$ cat config.mk
export PLATFORM = sky130hd
export DESIGN_NAME = battery_voltage_monitor
export DESIGN_NICKNAME = d
export VERILOG_FILES = /design/src/sv/bvm_pkg.sv /design/src/sv/bvm_div.sv /design/src/sv/battery_voltage_monitor.sv
export SDC_FILE = /design/constraint.sdc
export NUM_CORES = 1
export LEC_CHECK = 0
export ABC_AREA = 1
export BUFFER_PORTS_ARGS = -buffer_cell sky130_fd_sc_hd__buf_2
export CAP_MARGIN = 20
export CORE_MARGIN = 3
export CORE_UTILIZATION = 50
export DETAILED_ROUTE_END_ITERATION = 8
export PLACE_DENSITY = 0.66
export SETUP_SLACK_MARGIN = 0.5
export SYNTH_ARGS = -nofsm -noshare
export SYNTH_HDL_FRONTEND = slang
export SYNTH_SLANG_ARGS = --single-unit
$ cat constraint.sdc
create_clock -name aclk -period 8.2 [get_ports aclk]
set_input_delay 0.82 -clock aclk [delete_from_list [all_inputs] [get_ports aclk]]
set_output_delay 0.82 -clock aclk [all_outputs]
set_load 0.02 [all_outputs]
$ cat src/sv/bvm_pkg.sv
// Shared types and constants for the battery voltage monitor.
// Used by bvm_div and battery_voltage_monitor; no dependencies.
package bvm_pkg;

    localparam int CFG_ADDR_W   = 2;
    localparam int CFG_DATA_W   = 16;
    localparam int DIVISOR_W    = 10;
    localparam int VOLTS_W      = 16;
    localparam int SAMPLE_IN_W  = 12;
    localparam int S_TDATA_W    = 16;
    localparam int M_TDATA_W    = 24;

    localparam logic [CFG_ADDR_W-1:0] REG_RISE_THRESHOLD = 2'd0;
    localparam logic [CFG_ADDR_W-1:0] REG_FALL_THRESHOLD = 2'd1;
    localparam logic [CFG_ADDR_W-1:0] REG_SCALE_DIVISOR  = 2'd2;

    localparam logic [VOLTS_W-1:0]   RISE_RESET = 16'd136;
    localparam logic [VOLTS_W-1:0]   FALL_RESET = 16'd133;
    localparam logic [DIVISOR_W-1:0] DIV_RESET  = 10'd184;
    localparam logic [VOLTS_W-1:0]   VOLTS_MAX  = 16'hFFFF;

    typedef enum logic [2:0] {
        ST_IDLE,
        ST_UPDATE,
        ST_AVG,
        ST_SCALE,
        ST_OUT
    } bvm_state_t;

    typedef struct packed {
        logic busy;
        logic done;
    } div_stat_t;

endpackage

$ cat src/sv/bvm_div.sv
// Restoring divider, one quotient bit per cycle, for the battery voltage monitor.
// Depends on bvm_pkg (div_stat_t). Divisor zero yields an all-ones quotient.
module bvm_div #(
    parameter int DVD_W = 16,
    parameter int DVS_W = 10
) (
    input  logic             aclk,
    input  logic             aresetn,
    input  logic             start,
    input  logic [DVD_W-1:0] dividend,
    input  logic [DVS_W-1:0] divisor,
    output logic [DVD_W-1:0] quotient,
    output bvm_pkg::div_stat_t stat
);

    localparam int CNT_W = $clog2(DVD_W + 1);

    logic [DVD_W-1:0] quo_reg, quo_next;
    logic [DVS_W-1:0] rem_reg, rem_next;
    logic [DVS_W-1:0] dvs_reg, dvs_next;
    logic [CNT_W-1:0] cnt_reg, cnt_next;
    logic             busy_reg, busy_next;
    logic             done_reg, done_next;
    logic [DVS_W:0]   rem_sh;
    logic [DVS_W:0]   rem_sub;
    logic             q_bit;

    always_comb begin
        rem_sh  = {rem_reg, quo_reg[DVD_W-1]};
        rem_sub = rem_sh - {1'b0, dvs_reg};
        q_bit   = (rem_sh >= {1'b0, dvs_reg});

        quo_next  = quo_reg;
        rem_next  = rem_reg;
        dvs_next  = dvs_reg;
        cnt_next  = cnt_reg;
        busy_next = busy_reg;
        done_next = 1'b0;

        if (start) begin
            quo_next  = dividend;
            rem_next  = '0;
            dvs_next  = divisor;
            cnt_next  = CNT_W'(DVD_W);
            busy_next = 1'b1;
        end else if (busy_reg) begin
            quo_next = {quo_reg[DVD_W-2:0], q_bit};
            // remainder stays below the divisor, so the top bit drops
            rem_next = q_bit ? rem_sub[DVS_W-1:0] : rem_sh[DVS_W-1:0];
            cnt_next = cnt_reg - CNT_W'(1);
            if (cnt_reg == CNT_W'(1)) begin
                busy_next = 1'b0;
                done_next = 1'b1;
            end
        end
    end

    always_ff @(posedge aclk) begin
        if (!aresetn) begin
            busy_reg <= 1'b0;
            done_reg <= 1'b0;
            cnt_reg  <= '0;
        end else begin
            busy_reg <= busy_next;
            done_reg <= done_next;
            cnt_reg  <= cnt_next;
        end
        quo_reg <= quo_next;
        rem_reg <= rem_next;
        dvs_reg <= dvs_next;
    end

    assign quotient  = quo_reg;
    assign stat.busy = busy_reg;
    assign stat.done = done_reg;

endmodule

$ cat src/sv/battery_voltage_monitor.sv
// Battery voltage monitor: moving average, scaling to tenths of a volt, hysteresis warning.
// Steps after the input transfer: ring update, reciprocal average, the bit-serial scale divider
// over DVD_W quotient bits, output load. Only one item is in work: the next sample is taken
// after the output load, which waits while a held result blocks it. Reset (aresetn low,
// synchronous): ring reads zero via valid bits, sum/pointer/warning cleared, registers 136/133/184.
// Uses bvm_pkg, bvm_div.
module battery_voltage_monitor #(
    parameter int AVG_DEPTH   = 10,
    parameter int SAMPLE_BITS = 12
) (
    input  logic                              aclk,
    input  logic                              aresetn,
    // input stream
    input  logic                              s_tvalid,
    output logic                              s_tready,
    input  logic [bvm_pkg::S_TDATA_W-1:0]     s_tdata,   // [11:0] sample, rest zero
    // result stream
    output logic                              m_tvalid,
    input  logic                              m_tready,
    output logic [bvm_pkg::M_TDATA_W-1:0]     m_tdata,   // [15:0] volts_tenths,
                                                         // [16] low_warning,
                                                         // [17] warning_changed
    // configuration write port
    input  logic                              cfg_we,
    input  logic [bvm_pkg::CFG_ADDR_W-1:0]    cfg_addr,
    input  logic [bvm_pkg::CFG_DATA_W-1:0]    cfg_wdata
);

    // Sizing: the running sum never wraps; the divider dividend holds
    // ten times the average.
    localparam int SUM_MAX = AVG_DEPTH * ((1 << SAMPLE_BITS) - 1);
    localparam int SUM_W   = $clog2(SUM_MAX + 1);
    localparam int TEN_W   = SAMPLE_BITS + 4;
    localparam int DVD_W   = TEN_W;
    localparam int PTR_W   = (AVG_DEPTH > 1) ? $clog2(AVG_DEPTH) : 1;
    localparam int VOLTS_W = bvm_pkg::VOLTS_W;

    // sum / AVG_DEPTH by reciprocal multiplication, exact over the whole sum range
    localparam int AVG_SH = SUM_W + $clog2(AVG_DEPTH);
    localparam int MUL_W  = SUM_W + 1;
    localparam int PROD_W = SUM_W + MUL_W;
    localparam longint unsigned AVG_MUL =
        ((64'd1 << AVG_SH) + 64'(AVG_DEPTH) - 64'd1) / 64'(AVG_DEPTH);

    // ---------------------------------------------------------------
    // Configuration registers
    // ---------------------------------------------------------------
    logic [VOLTS_W-1:0]            rise_reg;
    logic [VOLTS_W-1:0]            fall_reg;
    logic [bvm_pkg::DIVISOR_W-1:0] div_reg;

    always_ff @(posedge aclk) begin
        if (!aresetn) begin
            rise_reg <= bvm_pkg::RISE_RESET;
            fall_reg <= bvm_pkg::FALL_RESET;
            div_reg  <= bvm_pkg::DIV_RESET;
        end else if (cfg_we) begin
            unique case (cfg_addr)
                bvm_pkg::REG_RISE_THRESHOLD: rise_reg <= cfg_wdata;
                bvm_pkg::REG_FALL_THRESHOLD: fall_reg <= cfg_wdata;
                bvm_pkg::REG_SCALE_DIVISOR:  div_reg  <= cfg_wdata[bvm_pkg::DIVISOR_W-1:0];
                default: ;   // unknown index: write dropped
            endcase
        end
    end

    // ---------------------------------------------------------------
    // Control state and datapath registers
    // ---------------------------------------------------------------
    bvm_pkg::bvm_state_t state_reg, state_next;

    logic [SAMPLE_BITS-1:0] sample_reg;
    logic [SUM_W-1:0]       sum_reg, sum_next;
    logic [PTR_W-1:0]       ptr_reg, ptr_next;
    logic [AVG_DEPTH-1:0]   valid_reg, valid_next;
    logic                   warn_reg, warn_next;

    logic                   m_tvalid_reg, m_tvalid_next;
    logic [VOLTS_W-1:0]     m_volts_reg;
    logic                   m_warn_reg;
    logic                   m_changed_reg;

    // control decode
    logic accept;
    logic ring_we;
    logic div_start;
    logic out_load;

    // ---------------------------------------------------------------
    // Sample ring: one synchronous memory, read at the write pointer.
    // Entries never written since reset read as zero through valid_reg.
    // Only one item is in work, so the read-modify-write on an entry
    // never overlaps another access to it.
    // ---------------------------------------------------------------
    logic [SAMPLE_BITS-1:0] ring_mem [AVG_DEPTH];
    logic [SAMPLE_BITS-1:0] ring_rd_reg;
    logic [SAMPLE_BITS-1:0] old_sample;

    always_ff @(posedge aclk) begin
        if (ring_we) begin
            ring_mem[ptr_reg] <= sample_reg;
        end
        ring_rd_reg <= ring_mem[ptr_reg];
    end

    assign old_sample = valid_reg[ptr_reg] ? ring_rd_reg : '0;

    // ---------------------------------------------------------------
    // Average and scale divider
    // ---------------------------------------------------------------
    logic [PROD_W-1:0]             avg_prod;
    logic [SAMPLE_BITS-1:0]        avg;
    logic [DVD_W-1:0]              avg_ext;
    logic [DVD_W-1:0]              div_dividend;
    logic [bvm_pkg::DIVISOR_W-1:0] div_divisor;
    logic [DVD_W-1:0]              div_quo;
    bvm_pkg::div_stat_t            div_stat;
    logic [DVD_W-1:0]              tens_avg;

    // product >> AVG_SH is at most 2^SAMPLE_BITS - 1
    assign avg_prod = PROD_W'(sum_reg) * PROD_W'(AVG_MUL);
    assign avg      = avg_prod[AVG_SH +: SAMPLE_BITS];
    assign avg_ext  = DVD_W'(avg);

    // 10 * average as shift-and-add
    assign tens_avg = (avg_ext << 3) + (avg_ext << 1);

    assign div_dividend = tens_avg;
    assign div_divisor  = div_reg;

    bvm_div #(
        .DVD_W (DVD_W),
        .DVS_W (bvm_pkg::DIVISOR_W)
    ) u_div (
        .aclk     (aclk),
        .aresetn  (aresetn),
        .start    (div_start),
        .dividend (div_dividend),
        .divisor  (div_divisor),
        .quotient (div_quo),
        .stat     (div_stat)
    );

    // ---------------------------------------------------------------
    // Scaling result and hysteresis
    // ---------------------------------------------------------------
    logic [31:0]        quo_wide;
    logic [VOLTS_W-1:0] volts;
    logic               warn_new;
    logic               warn_toggle;

    always_comb begin
        quo_wide = 32'(div_quo);
        if (div_reg == '0) begin
            volts = bvm_pkg::VOLTS_MAX;
        end else if (quo_wide > 32'(bvm_pkg::VOLTS_MAX)) begin
            volts = bvm_pkg::VOLTS_MAX;
        end else begin
            volts = quo_wide[VOLTS_W-1:0];
        end

        // clear is tested only while set, set only while clear
        if (warn_reg) begin
            warn_toggle = (volts > rise_reg);
        end else begin
            warn_toggle = (volts < fall_reg);
        end
        warn_new = warn_reg ^ warn_toggle;
    end

    // ---------------------------------------------------------------
    // FSM: next state
    // ---------------------------------------------------------------
    always_comb begin
        state_next = state_reg;
        unique case (state_reg)
            bvm_pkg::ST_IDLE: begin
                if (s_tvalid) begin
                    state_next = bvm_pkg::ST_UPDATE;
                end
            end
            bvm_pkg::ST_UPDATE: begin
                state_next = bvm_pkg::ST_AVG;
            end
            bvm_pkg::ST_AVG: begin
                state_next = bvm_pkg::ST_SCALE;
            end
            bvm_pkg::ST_SCALE: begin
                if (div_stat.done) begin
                    state_next = bvm_pkg::ST_OUT;
                end
            end
            bvm_pkg::ST_OUT: begin
                if (!m_tvalid_reg || m_tready) begin
                    state_next = bvm_pkg::ST_IDLE;
                end
            end
            default: state_next = bvm_pkg::ST_IDLE;
        endcase
    end

    // ---------------------------------------------------------------
    // FSM: outputs
    // ---------------------------------------------------------------
    always_comb begin
        s_tready  = 1'b0;
        ring_we   = 1'b0;
        div_start = 1'b0;
        out_load  = 1'b0;
        unique case (state_reg)
            bvm_pkg::ST_IDLE:   s_tready  = 1'b1;
            bvm_pkg::ST_UPDATE: ring_we   = 1'b1;
            bvm_pkg::ST_AVG:    div_start = 1'b1;
            bvm_pkg::ST_SCALE:  ;
            bvm_pkg::ST_OUT:    out_load  = !m_tvalid_reg || m_tready;
            default: ;
        endcase
    end

    assign accept = s_tvalid && s_tready;

    // ---------------------------------------------------------------
    // Datapath next values
    // ---------------------------------------------------------------
    localparam int S_EXT_W = 16;
    logic [S_EXT_W-1:0] s_ext;

    assign s_ext = S_EXT_W'(s_tdata[bvm_pkg::SAMPLE_IN_W-1:0]);

    always_comb begin
        sum_next   = sum_reg;
        ptr_next   = ptr_reg;
        valid_next = valid_reg;
        warn_next  = warn_reg;

        if (state_reg == bvm_pkg::ST_UPDATE) begin
            sum_next = sum_reg - SUM_W'(old_sample) + SUM_W'(sample_reg);
            valid_next[ptr_reg] = 1'b1;
            if (ptr_reg == PTR_W'(AVG_DEPTH - 1)) begin
                ptr_next = '0;
            end else begin
                ptr_next = ptr_reg + PTR_W'(1);
            end
        end
        if (out_load) begin
            warn_next = warn_new;
        end

        m_tvalid_next = m_tvalid_reg;
        if (out_load) begin
            m_tvalid_next = 1'b1;
        end else if (m_tready) begin
            m_tvalid_next = 1'b0;
        end
    end

    always_ff @(posedge aclk) begin
        if (!aresetn) begin
            state_reg    <= bvm_pkg::ST_IDLE;
            sum_reg      <= '0;
            ptr_reg      <= '0;
            valid_reg    <= '0;
            warn_reg     <= 1'b0;
            m_tvalid_reg <= 1'b0;
        end else begin
            state_reg    <= state_next;
            sum_reg      <= sum_next;
            ptr_reg      <= ptr_next;
            valid_reg    <= valid_next;
            warn_reg     <= warn_next;
            m_tvalid_reg <= m_tvalid_next;
        end
        if (accept) begin
            sample_reg <= s_ext[SAMPLE_BITS-1:0];
        end
        if (out_load) begin
            m_volts_reg   <= volts;
            m_warn_reg    <= warn_new;
            m_changed_reg <= warn_toggle;
        end
    end

    assign m_tvalid = m_tvalid_reg;
    assign m_tdata  = {6'b0, m_changed_reg, m_warn_reg, m_volts_reg};

    // ---------------------------------------------------------------
    // Assertions
    // ---------------------------------------------------------------
    a_ready_div_idle: assert property (@(posedge aclk) disable iff (!aresetn)
        s_tready |-> !div_stat.busy)
        else $error("input taken while the divider is busy");

    a_sum_bound: assert property (@(posedge aclk) disable iff (!aresetn)
        32'(sum_reg) <= 32'(SUM_MAX))
        else $error("running sum exceeds its bound");

    a_ptr_range: assert property (@(posedge aclk) disable iff (!aresetn)
        32'(ptr_reg) < 32'(AVG_DEPTH))
        else $error("ring pointer out of range");

    a_changed_flag: assert property (@(posedge aclk) disable iff (!aresetn)
        out_load |=> (m_changed_reg == (warn_reg != $past(warn_reg))))
        else $error("warning_changed disagrees with warning flag update");

endmodule

---- Word-level counts from Yosys, hierarchy flattened ----
Memory sizes are Yosys's and may differ from the RTL's. A register that Yosys moved wholly into a read port is not among the register bits.
Cells that the tools add are included.
cells by class
  add/subtract/negate cells ............... 6
  $mul .................................... 1
  order comparisons ....................... 5
  equality and inequality tests ........... 11
  mux-type cells .......................... 29
  bitwise operators ....................... 4
  reductions and logical operators ........ 15
operators with widths
  kind                                                                   count
  16-bit two-way mux                                                     3
  16-bit by 16-bit multiplier with 31-bit output, second input constant  1
  15-bit by 13-bit adder with 16-bit output                              1
  16-bit by 12-bit adder with 16-bit output                              1
  16-bit > comparator                                                    1
  16-bit < comparator                                                    1
  16-bit by 12-bit subtractor with 16-bit output                         1
  1-bit two-way mux                                                      15
  3-bit one-hot mux with 5 select lines                                  1
  12-bit two-way mux                                                     1
  11-bit by 10-bit >= comparator with 1-bit output                       1
  10-bit logical NOT                                                     1
  10-bit two-way mux                                                     1
  5-bit two-way mux                                                      2
  10-bit bitwise OR                                                      1
  10-bit subtractor                                                      1
  3-bit two-way mux                                                      3
  3-bit by 2-bit equality test with 1-bit output, second input constant  2
  2-bit AND reduction                                                    3
  5-bit by 1-bit equality test with 1-bit output, second input constant  1
  4-bit by 5-bit < comparator with 1-bit output, second input constant   1
  5-bit by 1-bit subtractor with 5-bit output, second input constant     1
  4-bit by 1-bit adder with 4-bit output, second input constant          1
  1-bit binary-select mux with 4-bit select                              1
  21 further kinds                                                       25
storage, ports and cells
  register bits ........................... 150
  bits in writable memories ............... 120
  input port bits ......................... 39
  output and inout port bits .............. 26
  logic and storage cells ................. 92
  memories ................................ 1
memory list
  memory    depth  width  read ports  clocked after memory_dff  write ports  line                           RTL
  ring_mem  10     12     1           1                         1            battery_voltage_monitor.sv:95  logic [SAMPLE_BITS-1:0] ring_mem [AVG_DEPTH];

---- Depth between registers and ports, before layout ----
Gate-level depths: netlist (run 1).
  depth in word-level cells ............... 5
  mapped depth ............................ 36
  mapped depth without buffers ............ 36

---- Modules after synthesis ----
A second synthesis (run 1) with hierarchy kept.
unflattened totals
  cell total of the unflattened synthesis .. 2053
  area total of the unflattened synthesis .. 18574.1 um2
modules (own cells, without submodules)
  module                   times used  cells an instance  area each (um2)  sequential area each (um2)
  battery_voltage_monitor  1           1755               16214.3          6286.0
  bvm_div                  1           298                2359.8           1121.1

---- Worst setup path after synthesis (run 1) ----
No wires, ideal clock.
  path kind ............................... reg-to-reg
  from .................................... register sum_reg[5]
  to ...................................... register u_div.quo_reg[13], in the netlist u_div.quotient[13] (data pin)
  library setup time ...................... 0.253 ns
  arrival ................................. 5.779 ns
  data required time ...................... 7.947 ns
  path slack .............................. 2.168 ns
  stages on the path, launching flop included .. 28
  path buffers ............................ 0
  period minus slack after synthesis ...... 6.032 ns
  cells stage by stage .................... dfxtp_1 > ha_1 > fa_1 > fa_1 > inv_1 > fa_1 > inv_1 > fa_1 > inv_1 > fa_1 > inv_1 > ha_1 > nand2_1 > nor2_4 > nand2_2 > nor3_2 > nand2_2 > nand3_2 > nand3_1 > nand2_1 > xor2_1 > ha_1 > a21oi_1 > nor2_1 > a211oi_1 > nand3_1 > nand3_1 > nand2_1
on the way
  cells in the longest elaborated chain, start to end .. 3
ends and longest elaborated chain
  element                                         line                            RTL
  start: declaration                              battery_voltage_monitor.sv:73   logic [SUM_W-1:0] sum_reg, sum_next;
  start signal: assignment                        battery_voltage_monitor.sv:267  sum_reg <= sum_next;
  16-bit by 16-bit multiplier with 31-bit output  battery_voltage_monitor.sv:121  assign avg_prod = PROD_W'(sum_reg) * PROD_W'(AVG_MUL);
  15-bit by 13-bit adder with 16-bit output       battery_voltage_monitor.sv:126  assign tens_avg = (avg_ext << 3) + (avg_ext << 1);
  16-bit two-way mux                              bvm_div.sv:40                   if (start) begin
  net u_div.quo_next[13]                          bvm_div.sv:18                   logic [DVD_W-1:0] quo_reg, quo_next;
  end signal: assignment                          bvm_div.sv:68                   quo_reg <= quo_next;
  end: declaration                                bvm_div.sv:18
The timed path passes the listed nets, and every way through them passes these cells.
A chain may end at the register's enable or synchronous reset.

---- Final worst setup path (run 1) ----
Same ends and word-level chain as after synthesis.

==> key figures, run 1 <==
Logic synthesis
  – Number of synthesized flops with an enable pin: between 150 and 200
  – Synth Flop Type: edfxtp_1
  – #FFs+latches synth: between 200 and 300
  – Async SR Flop Fraction: 0%
  – Synthesized area: about 18000 um2
  – Synth top area share: around 29%
  – Top cells by area, synth: edfxtp_1, ha_1, dfxtp_1, fa_1, inv_1
  – Cell taking the most area after synthesis: edfxtp_1
  – Sequential area share after synthesis: between 40 and 50%
  – Syn Inst Count: just over 2000
  – Synth warn: 0
  – Mapped Avg Cell Area: between 9 and 10 um2
  – Count of cell types in the netlist: between 40 and 50

STA
  – Slew headroom: about 34%
  – Fmax: around 150 MHz
  – Post-Route Setup TNS: 0 ns
  – Final period util: between 80% and 90%
  – Slew Limit Fails: 0
  – RSZ-0062 raised after global routing: false
  – Worst hold slack: 0.4206 ns
  – Post-layout min period: between 6 and 7 ns
  – Clock Skew: 0.03020 ns
  – Setup violations, final: 0
  – Final Hold Vio Count: 0
  – Worst-margin pin slew: ~1 ns

Route
  – Post-Route M1 WL: ~19000 um
  – Wire per inst: 16.44 um
  – Highest metal used: met4
  – WL met2: between 15000 and 20000 um
  – DRC Markers: 0
  – Routed wl met3: around 2100 um
  – DR pass1 iterations: 5
  – DR vias/cell: roughly 5.2
  – Antenna viol nets, final: 0
  – DR iter-0 viols: 747
  – Routed WL: roughly 42000 um
  – Via count: around 13000

Floorplanning
  – I/O pins: 65
  – Floorplan core area: about 36000 um2
  – Die area: 39020 um2
  – Starting Density: approximately 51%
  – Row count: 69
  – Height of the die: slightly below 200 um
  – DIE WIDTH: 197.5 um

Worst setup path
  – CP Max Fanout: 7
  – RR Endpoint: u_div.quotient[13]$_DFFE_PP_
  – CP endpoint kind: register
  – Worst r2r src: sum_reg[5]$_SDFFE_PN0P_
  – Crit path DAT: 7.07 ns
  – R2R cell count: 27
  – R2R Setup Slk: 1.43 ns
  – Worst setup SP type: register
  – CP Class: reg2reg
  – WP data required: 8.50 ns

Cells and area
  – Top reg by flops: ring_mem
  – Area Growth Syn to Fin: 9.774%
  – Commonest cells after routing, fill and taps aside: inv_1, nand2_1, ha_1, edfxtp_1, nor2_1
  – Layout cell share with drive strength beyond 1: under 10%
  – Diode count: 0
  – Nets@finish: about 2400
  – Most common cell after layout, fill and taps aside: inv_1
  – Final Core Density: 56.21%
  – Largest register FFs: 120

Clock tree
  – Num CTS Buffers: 29
  – Worst-path clk slew: ~0.060 ns
  – CTS Hold Bufs: 0
  – Clock Latency Late Sink: ~0.57 ns
  – CTS tree: yes
  – Worst-case clock buffer depth: 3
  – H-tree depth: 1
  – # Post-CTS Setup Buffers: 0
  – CTS sink count: ~280
  – CTS Root Cell: clkbuf_16
  – Cts repair resizes: 0

Placement
  – Gpl congestion: 0.9433
  – Hpwl dp: 32390 um
  – # port buffers: 54

Global routing
  – Initial antenna violation count: 0
  – GRT Total Usage: around 22%
  – Vias in the first global route: roughly 13000
  – Largest net degree at the start of global routing: 49
  – Global-route wire length before repair: 67910 um
  – Grt ovf: 0

Worst hold path
  – Hold Startpoint: s_tdata[0]
  – Hold Crit Class: in2reg
  – Worst Hold Endpoint: sample_reg[0]$_DFFE_PP_
  – Hold path depth: 1

Status
  – Run status: finished clean

Job
  – Max_cap viols: 0
## synth_stat cells (13+ instances only)
library cell  instances
nand4_1              14
nor3_1               32
fa_1                 94
or2_2                13
ha_1                192
inv_1               415
xor2_1               25
o21ai_0              69
clkbuf_1             32
dfxtp_1             106
a21oi_1             131
nand2_2              21
nand3_1              70
a22oi_1              50
nor2_1              138
edfxtp_1            176
nand2_1             319
## area by class of cell
| class | count | area [um2] |
|---|---|---|
| multi-input cells | 1272 | 9208 |
| clock inverters | 15 | 126.4 |
| clock buffers | 39 | 803.3 |
| repair buffers | 72 | 425.4 |
| fillers | 3153 | 15690 |
| well taps | 461 | 576.8 |
| flip-flops and latches | 282 | 7407 |
| inverters | 424 | 1592 |
## metal layers
layer  up-vias  track usage (%)
met5         -                0
li1       6680                -
met2       313            36.48
met3        78            2.797
met1      6277            29.79
met4         0            6.396
## worst max-delay path, stage by stage (launching register included)
cell	delay [ns]
dfxtp_1	0.54
ha_1	0.40
fa_1	0.53
fa_1	0.55
inv_1	0.06
fa_1	0.52
inv_1	0.05
fa_1	0.55
inv_1	0.06
fa_1	0.53
inv_1	0.04
ha_1	0.35
nand2_1	0.14
nor2_4	0.15
nand2_2	0.08
nor3_2	0.12
nand2_2	0.09
nand3_2	0.09
nand3_1	0.07
nand2_1	0.08
xor2_1	0.27
ha_1	0.33
a21oi_1	0.26
nor2_1	0.06
a211oi_1	0.30
nand3_1	0.12
nand3_1	0.09
nand2_1	0.05
## through the flow
stage,setup WS [ns],cell area (um2),std cells
2_1_floorplan,2.168,18360,2023
3_3_place_gp,1.511,19180,2510
3_5_place_dp,1.440,19180,2510
4_1_cts,1.395,20110,2564
5_1_grt,0.9842,20140,2565
6_report,1.434,20140,2565
## worst max path at each step
stage / slack [ns] / cells after the start / end / startpoint
2_1_floorplan: 2.17 / 27 / u_div.quotient[13]$_DFFE_PP_ / sum_reg[5]$_SDFFE_PN0P_
3_3_place_gp: 1.51 / 27 / u_div.quotient[13]$_DFFE_PP_ / sum_reg[5]$_SDFFE_PN0P_
3_5_place_dp: 1.44 / 27 / u_div.quotient[13]$_DFFE_PP_ / sum_reg[5]$_SDFFE_PN0P_
4_1_cts: 1.40 / 27 / u_div.quotient[13]$_DFFE_PP_ / sum_reg[5]$_SDFFE_PN0P_
5_1_grt: 0.98 / 29 / u_div.quotient[13]$_DFFE_PP_ / sum_reg[13]$_SDFFE_PN0P_
6_report: 1.43 / 27 / u_div.quotient[13]$_DFFE_PP_ / sum_reg[5]$_SDFFE_PN0P_
## cell families (layout without fill, tap and decap cells)
family / Yosys count / count (layout) / share of synthesized area, %
AO/OA/AOI/OAI: 304 / 304 / 9.590
XOR/XNOR: 33 / 33 / 1.576
adder cells (fa/ha/maj): 286 / 286 / 23.35
buffers and inverters: 469 / 550 / 9.801
flip-flops: 282 / 282 / 40.38
other: 1 / 6 / 0.02044
AND/OR/NAND/NOR: 643 / 643 / 15.28
Power of run 1 is not shown: default switching activity piles up to over one toggle a cycle in this logic, so the estimate is an artifact.
==> run 2, diff against run 1 <==
==> constraint.sdc (replaced) <==
create_clock -name aclk -period 6.5 [get_ports aclk]
set_input_delay 0.65 -clock aclk [delete_from_list [all_inputs] [get_ports aclk]]
set_output_delay 0.65 -clock aclk [all_outputs]
set_load 0.02 [all_outputs]
==> key figures, run 2 (synthesis results as in run 1) <==
Global routing
  – Grt ovf: 0 (unchanged)
  – Global Route met3 Usage: 2.780% (-0.017 points)
  – Initial antenna violation count: 0 (unchanged)
  – M2 GR Usage: 37.83% (+1.4 points)
  – GRT busiest layer: met2
  – Largest net degree at the start of global routing: 49 (unchanged)
  – GRT met1 Usage: 30.81% (+1.0 points)
  – Global-route wire length before repair: 70300 um (+3.5%)
  – Vias in the first global route: 13510 (+1.7%)
  – GRT Total Usage: 22.41% (+0.67 points)

Floorplanning
  – Height of the die: 197.5 um (unchanged)
  – Row count: 69 (unchanged)
  – DIE WIDTH: 197.5 um (unchanged)
  – Floorplan core area: 35830 um2 (unchanged)
  – I/O pins: 65 (unchanged)
  – Starting Density: 51.20% (unchanged)
  – Die area: 39020 um2 (unchanged)

STA
  – Setup violations, final: 0 (unchanged)
  – Slew headroom: 30.40% (-3.6 points)
  – RSZ-0062 raised after global routing: true
  – Final period util: 91.15% (+8.6 points)
  – Fmax: 168.8 MHz (+14%)
  – Post-layout min period: 5.925 ns (-0.8413 ns)
  – Slew Limit Fails: 0 (unchanged)
  – Clock Skew: 0.02658 ns (-0.003625 ns)
  – Final Hold Vio Count: 0 (unchanged)
  – Worst hold slack: 0.2593 ns (-0.1614 ns)
  – Worst-margin pin slew: 1.043 ns (+0.05872 ns)

Worst hold path
  – Hold Crit Class: in2reg

Status
  – Run status: finished clean

Route
  – DR pass1 iterations: 5 (unchanged)
  – DR iter-0 viols: 921 (+23%)
  – Routed WL: 44260 um (+5.0%)
  – DRC Markers: 0 (unchanged)
  – Antenna viol nets, final: 0 (unchanged)
  – DR vias/cell: 5.284 (+1.5%)
  – Wire per inst: 16.92 um (+2.9%)
  – Via count: 13820 (+3.6%)

Cells and area
  – Non-filler cells, final: 2616 (+2.0%)
  – Largest register FFs: 120 (unchanged)
  – Area Growth Syn to Fin: 17.04%
  – Diode count: 0 (unchanged)
  – Layout cell share with drive strength beyond 1: 17.63% (+8.9 points)
  – Most common cell after layout, fill and taps aside: inv_1
  – Final Core Density: 59.93% (+3.7 points)
  – Commonest cells after routing, fill and taps aside: inv_1, nand2_1, edfxtp_1, ha_1, nor2_1
  – Nets@finish: 2457 (+2.1%)
  – Top reg by flops: ring_mem

Clock tree
  – Num CTS Buffers: 29 (unchanged)
  – H-tree depth: 1 (unchanged)
  – CTS tree: yes
  – Clock Latency Late Sink: 0.57 ns (about the same)
  – Worst-case clock buffer depth: 3 (unchanged)
  – CTS Hold Bufs: 0 (unchanged)
  – Worst-path clk slew: 0.07 ns (about the same)
  – CTS Root Cell: clkbuf_16
  – CTS sink count: 282 (unchanged)

Job
  – Max_cap viols: 0 (unchanged)

Worst setup path
  – R2R Setup Slk: 0.58 ns (-0.86 ns)
  – CP Max Fanout: 7 (unchanged)
  – Worst setup SP type: register
  – CP dominant cell by count: nand2_1
  – WP data required: 6.80 ns (-1.70 ns)
  – CP endpoint kind: register
  – Critical path's slowest cell: fa_1
  – Crit path DAT: 6.22 ns (-0.85 ns)
  – CP peak stage delay: 0.55 ns (about the same)
  – CP Class: reg2reg

Placement
  – Hpwl dp: 32710 um (+1.0%)
  – # port buffers: 54 (unchanged)
  – Gpl congestion: 0.9469 (+0.38%)
  – Placed Cells: 2534 (+0.96%)
==> run 2: changes by cell type in the layout (fill, tap and decap cells not counted), sizes merged <==
cell and change:
clkinv -3, inv -1, clkinvlp +1, clkbuf +2
buf +51, bufinv +1
==> run 2: final cells by class <==
type                            count  area [um2]
Tap cell                          461       576.8
Multi-Input combinational cell   1272       10030
Timing Repair Buffer              123       804.5
Inverter                          424        1610
Fill cell                        3001       14360
Clock buffer                       41       853.3
Sequential cell                   282        7450
Clock inverter                     13       146.4
==> run 2: critical path: cells and delay by family, from the launching register on <==
| family | cells | cell delay [ns] |
|---|---|---|
| adders and majority gates | 8 | 3.34 |
| and+or+nand+nor | 14 | 1.28 |
| buffers and inverters | 7 | 0.47 |
| DFF | 1 | 0.39 |
| AOI/OAI and AO/OA | 1 | 0.20 |
==> run 2: repair_timing <==
item | 4_1_cts | 5_1_grt
resized for setup | 84 | 108
cloned | 0 | 0
buffers inserted | 13 | 15
pin swaps | 27 | 88
setup endpoints to repair | 11 | 9
==> run 2: per-layer routing <==
metal,routed length (um),part of all wire [%]
met5,0,0
met2,21440,48
met1,19670,44
met3,1945,4.4
met4,1211,2.7
==> run 2: final timing paths <==
kind | startpoint | endpoint | cells past startpoint
worst max-delay path | sum_reg[2]$_SDFFE_PN0P_ | u_div.quotient[13]$_DFFE_PP_ | 30
worst min-delay path | s_tdata[4] | sample_reg[4]$_DFFE_PP_ | 1
worst max register to register | sum_reg[2]$_SDFFE_PN0P_ | u_div.quotient[13]$_DFFE_PP_ | 30
worst min register to register | div_divisor[2]$_SDFFE_PN0P_ | u_div.dvs_reg[2]$_DFFE_PP_ | 0
==> run 2: stage by stage <==
step / worst slack, ns / TNS [ns] / instance area [um2]
6_report: 0.5754 / 0 / 21470
5_1_grt: 0.3078 / 0 / 21470
4_1_cts: 0.5157 / 0 / 20930
3_5_place_dp: -0.01019 / -0.01019 / 19360
3_3_place_gp: 0.07690 / 0 / 19360
2_1_floorplan: 0.5445 / 0 / 18370
Power of run 2 is left out for the same reason.
==> run 3, diff against run 2 <==
--- a/config.mk
+++ b/config.mk
@@ -5,7 +5,7 @@
 export SDC_FILE = /design/constraint.sdc
 export NUM_CORES = 1
 export LEC_CHECK = 0
-export ABC_AREA = 1
+export ABC_AREA = 0
 export BUFFER_PORTS_ARGS = -buffer_cell sky130_fd_sc_hd__buf_2
 export CAP_MARGIN = 20
 export CORE_MARGIN = 3
==> key figures, run 3 <==
Status
  – Run status: finished clean

Floorplanning
  – DIE WIDTH: 196.0 um (-0.78%)
  – Row count: 68 (-1.4%)
  – Die area: 38420 um2 (-1.6%)
  – Starting Density: 51.50% (+0.29 points)
  – Height of the die: 196.0 um (-0.78%)
  – Floorplan core area: 35050 um2 (-2.2%)
  – I/O pins: 65 (unchanged)

STA
  – Clock Skew: 0.01021 ns (-0.01637 ns)
  – Post-layout min period: 6.492 ns (+0.5676 ns)
  – Setup violations, final: 0 (unchanged)
  – Final period util: 99.88% (+8.7 points)
  – Worst-margin pin slew: 1.009 ns (-0.03414 ns)
  – Slew headroom: 32.02% (+1.6 points)
  – Slew Limit Fails: 0 (unchanged)
  – Final Hold Vio Count: 0 (unchanged)
  – Fmax: 154.0 MHz (-8.7%)
  – Post-Route Setup TNS: 0 ns (unchanged)
  – RSZ-0062 raised after global routing: true

Cells and area
  – Area Growth Syn to Fin: 16.52%
  – Largest register FFs: 120 (unchanged)
  – Commonest cells after routing, fill and taps aside: inv_1, edfxtp_1, ha_1, nand2_1, buf_4
  – Register Area: 7450 um2 (unchanged)
  – Most common cell after layout, fill and taps aside: inv_1
  – Final Core Density: 60.00% (+0.071 points)
  – Layout cell share with drive strength beyond 1: 20.24% (+2.6 points)
  – Filler cells: 2902 (-3.3%)
  – Nets@finish: 2146 (-13%)
  – Area of the multi-input gates: 9887 um2 (-1.4%)
  – Diode count: 0 (unchanged)
  – Top reg by flops: ring_mem

Clock tree
  – H-tree depth: 1 (unchanged)
  – Num CTS Buffers: 29 (unchanged)
  – CTS sink count: 282 (unchanged)
  – Worst-path clk slew: 0.06 ns (about the same)
  – CTS Root Cell: clkbuf_16
  – CTS tree: yes
  – Clock Latency Late Sink: 0.53 ns (-0.04 ns)
  – Worst-case clock buffer depth: 3 (unchanged)

Logic synthesis
  – Synth top area share: 29.28% (+0.47 points)
  – #FFs+latches synth: 282 (unchanged)
  – Top cells by area, synth: edfxtp_1, ha_1, dfxtp_1, fa_1, inv_1
  – Number of synthesized flops with an enable pin: 176 (unchanged)
  – Mapped Avg Cell Area: 10.76 um2 (+18%)
  – Synth Flop Type: edfxtp_1
  – Async SR Flop Fraction: 0% (unchanged)
  – Most common cell in the netlist: inv_1
  – Syn Inst Count: 1678 (-17%)
  – Sequential area share after synthesis: 41.03% (+0.66 points)
  – Count of cell types in the netlist: 89 (+82%)
  – Synthesized area: 18050 um2 (-1.6%)
  – Synth warn: 0 (unchanged)
  – Cell taking the most area after synthesis: edfxtp_1
  – Post-synth top cells: inv_1, ha_1, edfxtp_1, nand2_1, dfxtp_1

Worst setup path
  – CP dominant cell by count: fa_1
  – R2R Setup Slk: 0.008 ns (-0.57 ns)
  – CP peak stage delay: 0.52 ns (-0.03 ns)
  – Crit path DAT: 6.86 ns (+0.64 ns)
  – Critical path's slowest cell: fa_1
  – CP Max Fanout: 4 (-3)
  – CP Class: reg2reg
  – Family with the most delay on the worst path: adder cells
  – Worst setup SP type: register
  – WP data required: 6.86 ns (+0.06 ns)
  – Worst path buffer plus inverter count: 5 (-2)
  – CP endpoint kind: register

Route
  – DRC Markers: 0 (unchanged)
  – DR pass1 iterations: 5 (unchanged)
  – Antenna viol nets, final: 0 (unchanged)
  – Wire per inst: 17.02 um (+0.62%)
  – Via count: 12180 (-12%)
  – DR iter-0 viols: 624 (-32%)
  – Routed WL: 39120 um (-12%)
  – DR vias/cell: 5.300 (+0.30%)

Placement
  – Gpl congestion: 0.9363 (-1.1%)
  – Hpwl dp: 29740 um (-9.1%)
  – # port buffers: 54 (unchanged)

Power
  – Leak: between 9 and 10 nW
  – Cell Pwr Density: 543.4 nW/um2
  – VDD IR-drop max: between 500 and 600 uV

Global routing
  – Largest net degree at the start of global routing: 57 (+16%)
  – Grt ovf: 0 (unchanged)
  – GRT Total Usage: 20.65% (-1.8 points)
  – Vias in the first global route: 12760 (-5.5%)
  – Initial antenna violation count: 0 (unchanged)
  – Global-route wire length before repair: 64890 um (-7.7%)

Job
  – Max_cap viols: 0 (unchanged)

Worst hold path
  – Hold Crit Class: in2reg
## run 3: power by group
group	internal, mW	total, mW	switching [mW]
Combinational	3.78	7.61	3.83
Clock	0.924	1.61	0.685
Sequential	2.08	2.21	0.127
## run 3: logic make-up (layout without fill, tap and decap cells)
kind of cell / Yosys count / in the layout / synth area share [%]
AND/OR/NAND/NOR: 407 / 407 / 10.92
buffers and inverters: 342 / 502 / 7.687
adder cells (fa/ha/maj): 286 / 286 / 23.73
flip-flops: 282 / 282 / 41.03
AO/OA/AOI/OAI: 269 / 269 / 10.02
multiplexers: 48 / 48 / 4.464
XOR/XNOR: 43 / 43 / 2.128
other: 1 / 6 / 0.02077
## run 3: worst paths after layout
kind                            start                           end  depth (start not counted)
max           sum_reg[3]$_SDFFE_PN0P_  u_div.quotient[13]$_DFFE_PP_                         25
min                       s_tdata[10]      sample_reg[10]$_DFFE_PP_                          1
max reg2reg   sum_reg[3]$_SDFFE_PN0P_  u_div.quotient[13]$_DFFE_PP_                         25
min reg2reg  fall_reg[1]$_SDFFE_PN0P_      fall_reg[1]$_SDFFE_PN0P_                          2
## run 3: stage by stage
stage	std cells	hold WS [ns]	worst slack, ns	power, mW	cell area, um2
after floorplan	1683	0.4304	0.3122	6.903	18470
after global placement	2219	0.4421	-0.008551	8.716	19640
after detailed placement	2221	0.4485	-0.08631	8.849	19670
after CTS	2292	0.2656	0.05607	11.12	20870
after global routing	2298	0.2692	-0.2552	12.46	21030
final	2298	0.2880	0.007794	11.43	21030
## run 3: final cells by class
class	count	area share, %
clock inverter	18	0.7615
clock buffer	35	3.653
multi-input combinational	1059	47.01
timing repair buffer	162	5.283
tap	455	2.707
inverter	287	5.170
sequential	282	35.42
## run 3: worst register-to-register path, delay by kind of cell (launching register included)
| kind | cells | cell delay [ns] |
|---|---|---|
| AOI/OAI and AO/OA | 5 | 1.27 |
| xor gates and xnor gates | 1 | 0.18 |
| adders and majority gates | 8 | 3.26 |
| buffers and inverters | 5 | 0.34 |
| DFF | 1 | 0.37 |
| and+or+nand+nor | 6 | 0.90 |
## run 3: what timing repair did
action                     CTS  global route
pin swaps                   11            13
gates cloned                 0             0
setup buffers               18             4
gates resized for setup     24            19
hold buffers                 0             0
setup endpoints to repair   10            11
## run 3: routing by layer
| metal | track usage (%) | routed length [um] | up-vias |
|---|---|---|---|
| met5 | 0 | 0 | - |
| met4 | 4.515 | 897 | 0 |
| met3 | 3.057 | 1692 | 56 |
| met2 | 35.70 | 18920 | 222 |
| met1 | 27.78 | 17610 | 5907 |
| li1 | - | - | 5994 |
(Power assumes the default switching activity.)
